===== config.mk =====
export PLATFORM = sky130hd
export DESIGN_NAME = crcfc_frame_core
export DESIGN_NICKNAME = d
export VERILOG_FILES = /design/src/hdl/crcfc_pkg.sv /design/src/hdl/crcfc_frame_core.sv
export SDC_FILE = /design/constraint.sdc
export NUM_CORES = 1
export LEC_CHECK = 0
export ABC_AREA = 0
export BUFFER_PORTS_ARGS = -buffer_cell sky130_fd_sc_hd__buf_2
export CAP_MARGIN = 20
export CORE_MARGIN = 5
export CORE_UTILIZATION = 30
export DETAILED_ROUTE_END_ITERATION = 10
export RECOVER_POWER = 50
export SETUP_SLACK_MARGIN = 0.1
export SYNTH_ARGS = -nofsm -noshare
export SYNTH_HDL_FRONTEND = slang
export SYNTH_SLANG_ARGS = --single-unit

===== constraint.sdc =====
create_clock -name clk_i -period 6.4 [get_ports clk_i]
set_input_delay 0.32 -clock clk_i [delete_from_list [all_inputs] [get_ports clk_i]]
set_output_delay 0.32 -clock clk_i [all_outputs]
set_load 0.005 [all_outputs]

===== src/hdl/crcfc_pkg.sv =====
// shared types, constants and crc helper for the crc16 frame checker
package crcfc_pkg;

  // covered bytes, then crc low, crc high, tail first, tail second
  localparam int unsigned CrcBytes = 35;
  localparam int unsigned PosW     = $clog2(CrcBytes + 5);

  localparam logic [PosW-1:0] PosCmd    = PosW'(2);
  localparam logic [PosW-1:0] PosCrcLo  = PosW'(CrcBytes);
  localparam logic [PosW-1:0] PosCrcHi  = PosW'(CrcBytes + 1);
  localparam logic [PosW-1:0] PosTail0  = PosW'(CrcBytes + 2);
  localparam logic [PosW-1:0] PosTail1  = PosW'(CrcBytes + 3);
  localparam logic [PosW-1:0] PosIdle   = PosW'(CrcBytes + 4);

  localparam logic [15:0] CrcInit = 16'hFFFF;
  localparam logic [15:0] CrcPoly = 16'hA001;

  typedef enum logic [1:0] {
    CfgHeaderFirst  = 2'd0,
    CfgHeaderSecond = 2'd1,
    CfgTailFirst    = 2'd2,
    CfgTailSecond   = 2'd3
  } cfg_idx_e;

  typedef enum logic [1:0] {
    FailNone   = 2'd0,
    FailHeader = 2'd1,
    FailTail   = 2'd2,
    FailCrc    = 2'd3
  } fail_cause_e;

  typedef struct packed {
    logic [7:0] rx_byte;
    logic       frame_start;
  } frame_in_t;

  typedef struct packed {
    logic        frame_ok;
    fail_cause_e fail_cause;
    logic [7:0]  command;
    logic [15:0] computed_crc;
  } frame_res_t;

  typedef struct packed {
    logic [7:0] header_first;
    logic [7:0] header_second;
    logic [7:0] tail_first;
    logic [7:0] tail_second;
  } cfg_t;

  // reflected crc16 update, one byte, unrolled
  function automatic logic [15:0] crc16_byte(input logic [15:0] crc_in,
                                             input logic [7:0]  data);
    logic [15:0] c;
    c = crc_in ^ {8'h00, data};
    for (int k = 0; k < 8; k++) begin
      if (c[0]) begin
        c = (c >> 1) ^ CrcPoly;
      end else begin
        c = c >> 1;
      end
    end
    return c;
  endfunction

endpackage


===== src/hdl/crcfc_frame_core.sv =====
// byte position tracking, crc accumulation and marker compares for one frame
module crcfc_frame_core (
  input  logic                clk_i,
  input  logic                rst_ni,
  input  logic                byte_fire_i,
  input  crcfc_pkg::frame_in_t byte_i,
  input  crcfc_pkg::cfg_t     cfg_i,
  output logic                res_valid_o,
  output crcfc_pkg::frame_res_t res_o
);
  import crcfc_pkg::*;

  logic [PosW-1:0] pos_q, pos_d;
  logic [15:0]     crc_q, crc_d;
  logic            header_match_q, header_match_d;
  logic            tail_match_q, tail_match_d;
  logic            crc_match_q, crc_match_d;
  logic [7:0]      crc_lo_q, crc_lo_d;
  logic [7:0]      command_q, command_d;

  logic [PosW-1:0] pos;
  logic [7:0]      b;
  logic            active;
  logic [15:0]     crc_base;
  logic            tail_final;

  assign b      = byte_i.rx_byte;
  assign pos    = byte_i.frame_start ? '0 : pos_q;
  assign active = pos < PosIdle;

  // byte 0 restarts the crc and the match flags
  assign crc_base   = (pos == '0) ? CrcInit : crc_q;
  assign tail_final = tail_match_q && (b == cfg_i.tail_second);

  always_comb begin
    pos_d          = pos_q;
    crc_d          = crc_q;
    header_match_d = header_match_q;
    tail_match_d   = tail_match_q;
    crc_match_d    = crc_match_q;
    crc_lo_d       = crc_lo_q;
    command_d      = command_q;
    if (byte_fire_i) begin
      if (!active) begin
        pos_d = PosIdle;
      end else begin
        pos_d = pos + PosW'(1);
        if (pos == '0) begin
          tail_match_d = 1'b1;
          crc_match_d  = 1'b0;
        end
        if (pos < PosCrcLo) begin
          crc_d = crc16_byte(crc_base, b);
        end
        if (pos == '0) begin
          header_match_d = (b == cfg_i.header_first);
        end
        if (pos == PosW'(1)) begin
          header_match_d = header_match_q && (b == cfg_i.header_second);
        end
        if (pos == PosCmd) begin
          command_d = b;
        end
        if (pos == PosCrcLo) begin
          crc_lo_d = b;
        end
        if (pos == PosCrcHi) begin
          crc_match_d = ({b, crc_lo_q} == crc_q);
        end
        if (pos == PosTail0) begin
          tail_match_d = (b == cfg_i.tail_first);
        end
        if (pos == PosTail1) begin
          tail_match_d = tail_final;
        end
      end
    end
  end

  // result on the last byte of the frame
  always_comb begin
    res_valid_o        = byte_fire_i && (pos == PosTail1);
    res_o.command      = command_q;
    res_o.computed_crc = crc_q;
    if (!header_match_q) begin
      res_o.fail_cause = FailHeader;
    end else if (!tail_final) begin
      res_o.fail_cause = FailTail;
    end else if (!crc_match_q) begin
      res_o.fail_cause = FailCrc;
    end else begin
      res_o.fail_cause = FailNone;
    end
    res_o.frame_ok = (res_o.fail_cause == FailNone);
  end

  always_ff @(posedge clk_i or negedge rst_ni) begin
    if (!rst_ni) begin
      pos_q          <= '0;
      crc_q          <= CrcInit;
      header_match_q <= 1'b1;
      tail_match_q   <= 1'b1;
      crc_match_q    <= 1'b0;
      crc_lo_q       <= '0;
      command_q      <= '0;
    end else begin
      pos_q          <= pos_d;
      crc_q          <= crc_d;
      header_match_q <= header_match_d;
      tail_match_q   <= tail_match_d;
      crc_match_q    <= crc_match_d;
      crc_lo_q       <= crc_lo_d;
      command_q      <= command_d;
    end
  end

endmodule


==> impl_metrics.toml <==
[timing]
fin_skew_ns = 0.01054
setup_tns_ns = 0
tightest_slew_ns = 2.203
setup_viol = 0
post-route-period-util_pct = 36.82
relSlewSlack_pct = -46.83
fmax_mhz = 424.4
rsz0062_at_grt = "false"
finalHoldViolations = 0
slew_violations = 42
min_period_ns = 2.357

[placement]
dpl.hpwl_mm = 5.727
dp.cells = 463
io_buffers = 71
place_area_um2 = 3249
gp_congestion = 0.8069

[critical_path]
path_max_fanout = 6
crit_arrival_ns = 2.04
crit_path_end_kind = "primary output"
max_stage_delay_ns = 0.71
path_cells = "nand2b_1, nor4_1, and3_1, buf_2"
r2r_cells = 6
worstSetupPathType = "reg -> out"
worstPathRequired_ns = 6.08
start_kind = "flip-flop"
crit_slowest_cell = "nor4_1"

[grt]
grt-ovfl-total = 0
antenna_found_initial = 0
grt_pass1_vias = 2346
grtUsageTotal_pct = 13.42
grt_pass1_wl_mm = 12.11
grt_max_degree = 42

[clock_tree]
cts_tree = "built"
cts.path.max_buffers = 2
cts_buffers = 5
cts_setup_buffers = 0
clkLatencyLatePin_ns = 0.31
cts_resized = 0
htreeDepth = 2
path_clk_slew_ns = 0.09
cts_root_buf = "clkbuf_8"
hold_buffers = 0
cts_sinks = 41

[floorplanning]
num_rows = 35
dieWidth_um = 107.4
die_h_um = 107.4
io_pins = 72
initial_core_util_pct = 30.82
coreArea_um2 = 9240
dieArea_um2 = 11540

[cells_and_area]
final_common_cell = "buf_2"
synthToLayoutAreaGrowth_pct = 17.14
drive_gt1_share_pct = 32.75
nNetsFinal = 389
final_cell_mix = "buf_2 (65), xnor2_1 (45), xor2_1 (29), nand2_1 (24), dfrtp_1 (23)"
stdcell_area_um2 = 3336
final_cells = 471
antenna_cells = 0

[detailed_routing]
drcViolationCount = 0
drtPass1Iterations = 4
num_vias = 2197
wirelength_mm = 7.397
vias_per_cell = 4.665
wl_per_cell_um = 15.70
ant_nets = 0
drt_iter0_drc = 60

[status]
failed_checks = "capacitance limit, slew limit"
status = "finished, violations left"

[synthesis]
syn_area_per_cell_um2 = 10.24
ys_seq_elements = 41
ys_seq_area_share_pct = 36.82
ys.flop_type = "dfrtp_1"
synth_edf_count = 0
synth.cell_area_um2 = 2848
ys_warn_count = 0
syn_nets = 326
synthArstFlopShare_pct = 100.0
synth_cell_type_count = 48
syn_inst = 278

[hold_path]
hold_path_class = "in -> reg"
whs_path_depth = 2

[flow_run]
max_cap_violations = 1

[power_and_ir_drop]
powerDensity_nw_per_um2 = 372.7
vdd_drop_max_uv = 156.3
p_leak_nw = 1.411
## flip-flops by register name, indices dropped and copies added (netlist names)
name	cells
crc_q	16
pos_q	6
crc_match_q	1
command_q	8
tail_match_q	1
header_match_q	1
crc_lo_q	8
## final cells by class
| type | instances | area (um^2) |
|---|---|---|
| fill | 969 | 5904 |
| clock buffer | 5 | 68.82 |
| clock inverter | 3 | 25.02 |
| tap | 129 | 161.4 |
| sequential | 41 | 1049 |
| inverter | 6 | 22.52 |
| multi-input combinational | 215 | 1654 |
| timing repair buffer | 72 | 355.3 |
## Yosys cell counts, drive strengths merged, types with 3 or more instances
master | number | share of area, %
a21oi | 6 | 1.1
a31oi | 3 | 0.66
buf | 13 | 3.9
clkbuf | 3 | 0.44
dfrtp | 23 | 20
dfstp | 18 | 17
ha | 4 | 1.8
inv | 6 | 0.79
mux2 | 16 | 6.3
nand2 | 25 | 3.4
nand2b | 3 | 0.66
nand3 | 6 | 1.1
nand4 | 6 | 1.3
nor2 | 13 | 1.8
nor4 | 9 | 2.2
o21ai | 19 | 3.7
o22a | 7 | 2.2
xnor2 | 47 | 15
xor2 | 29 | 8.9
## worst paths after layout
kind,slack (ns),start,to
setup / recovery,4.04,pos_q[5],res_valid_o
hold / removal,0.36,byte_i[0],pos_q[3]
setup reg to reg,4.20,crc_q[4],crc_q[0]
hold reg to reg,0.50,crc_q[15],crc_q[15]
max in group asynchronous,4.48,rst_ni,pos_q[2]
min in group asynchronous,0.65,rst_ni,pos_q[5]
## metal layers
metal,part of all wire [%],GRT usage (%),vias up
met5,0,0,-
met4,0.80,2.435,0
met3,3.7,3.179,5
met2,49,22.34,39
met1,47,17.92,1079
li1,-,-,1074
## per-stage QoR
step,hold WS (ns),setup slack (ns),utilization (%),total power [mW]
floorplan,0.02441,4.305,-,0.9078
global placement,0.4726,3.984,35.08,1.073
detailed placement,0.4824,4.127,35.17,1.089
CTS,0.1662,4.011,36.18,1.274
global route,0.3721,3.819,36.10,1.345
finish,0.3648,4.043,36.10,1.243
## critical path: cells and delay by family, from the launching register on
kind                   cells  cell delay (ns)
and+or+nand+nor            3             1.16
DFF                        1             0.45
buffers and inverters      1             0.12
## kinds of logic after synthesis
family | synth area share (%)
AO/OA/AOI/OAI | 10.50
XOR/XNOR | 26.71
adder cells (fa/ha/maj) | 1.758
buffers and inverters | 5.096
flip-flops | 36.82
multiplexers | 7.030
AND/OR/NAND/NOR | 12.08
## power by group
group | leakage, nW | switching, mW | internal (mW) | total [mW]
registers | 0.484 | 0.110 | 0.372 | 0.483
logic | 0.882 | 0.255 | 0.325 | 0.581
clock network | 0.0447 | 0.101 | 0.0787 | 0.180
total | 1.41 | 0.467 | 0.776 | 1.24
Note: power is estimated with default switching activity, not from simulation.
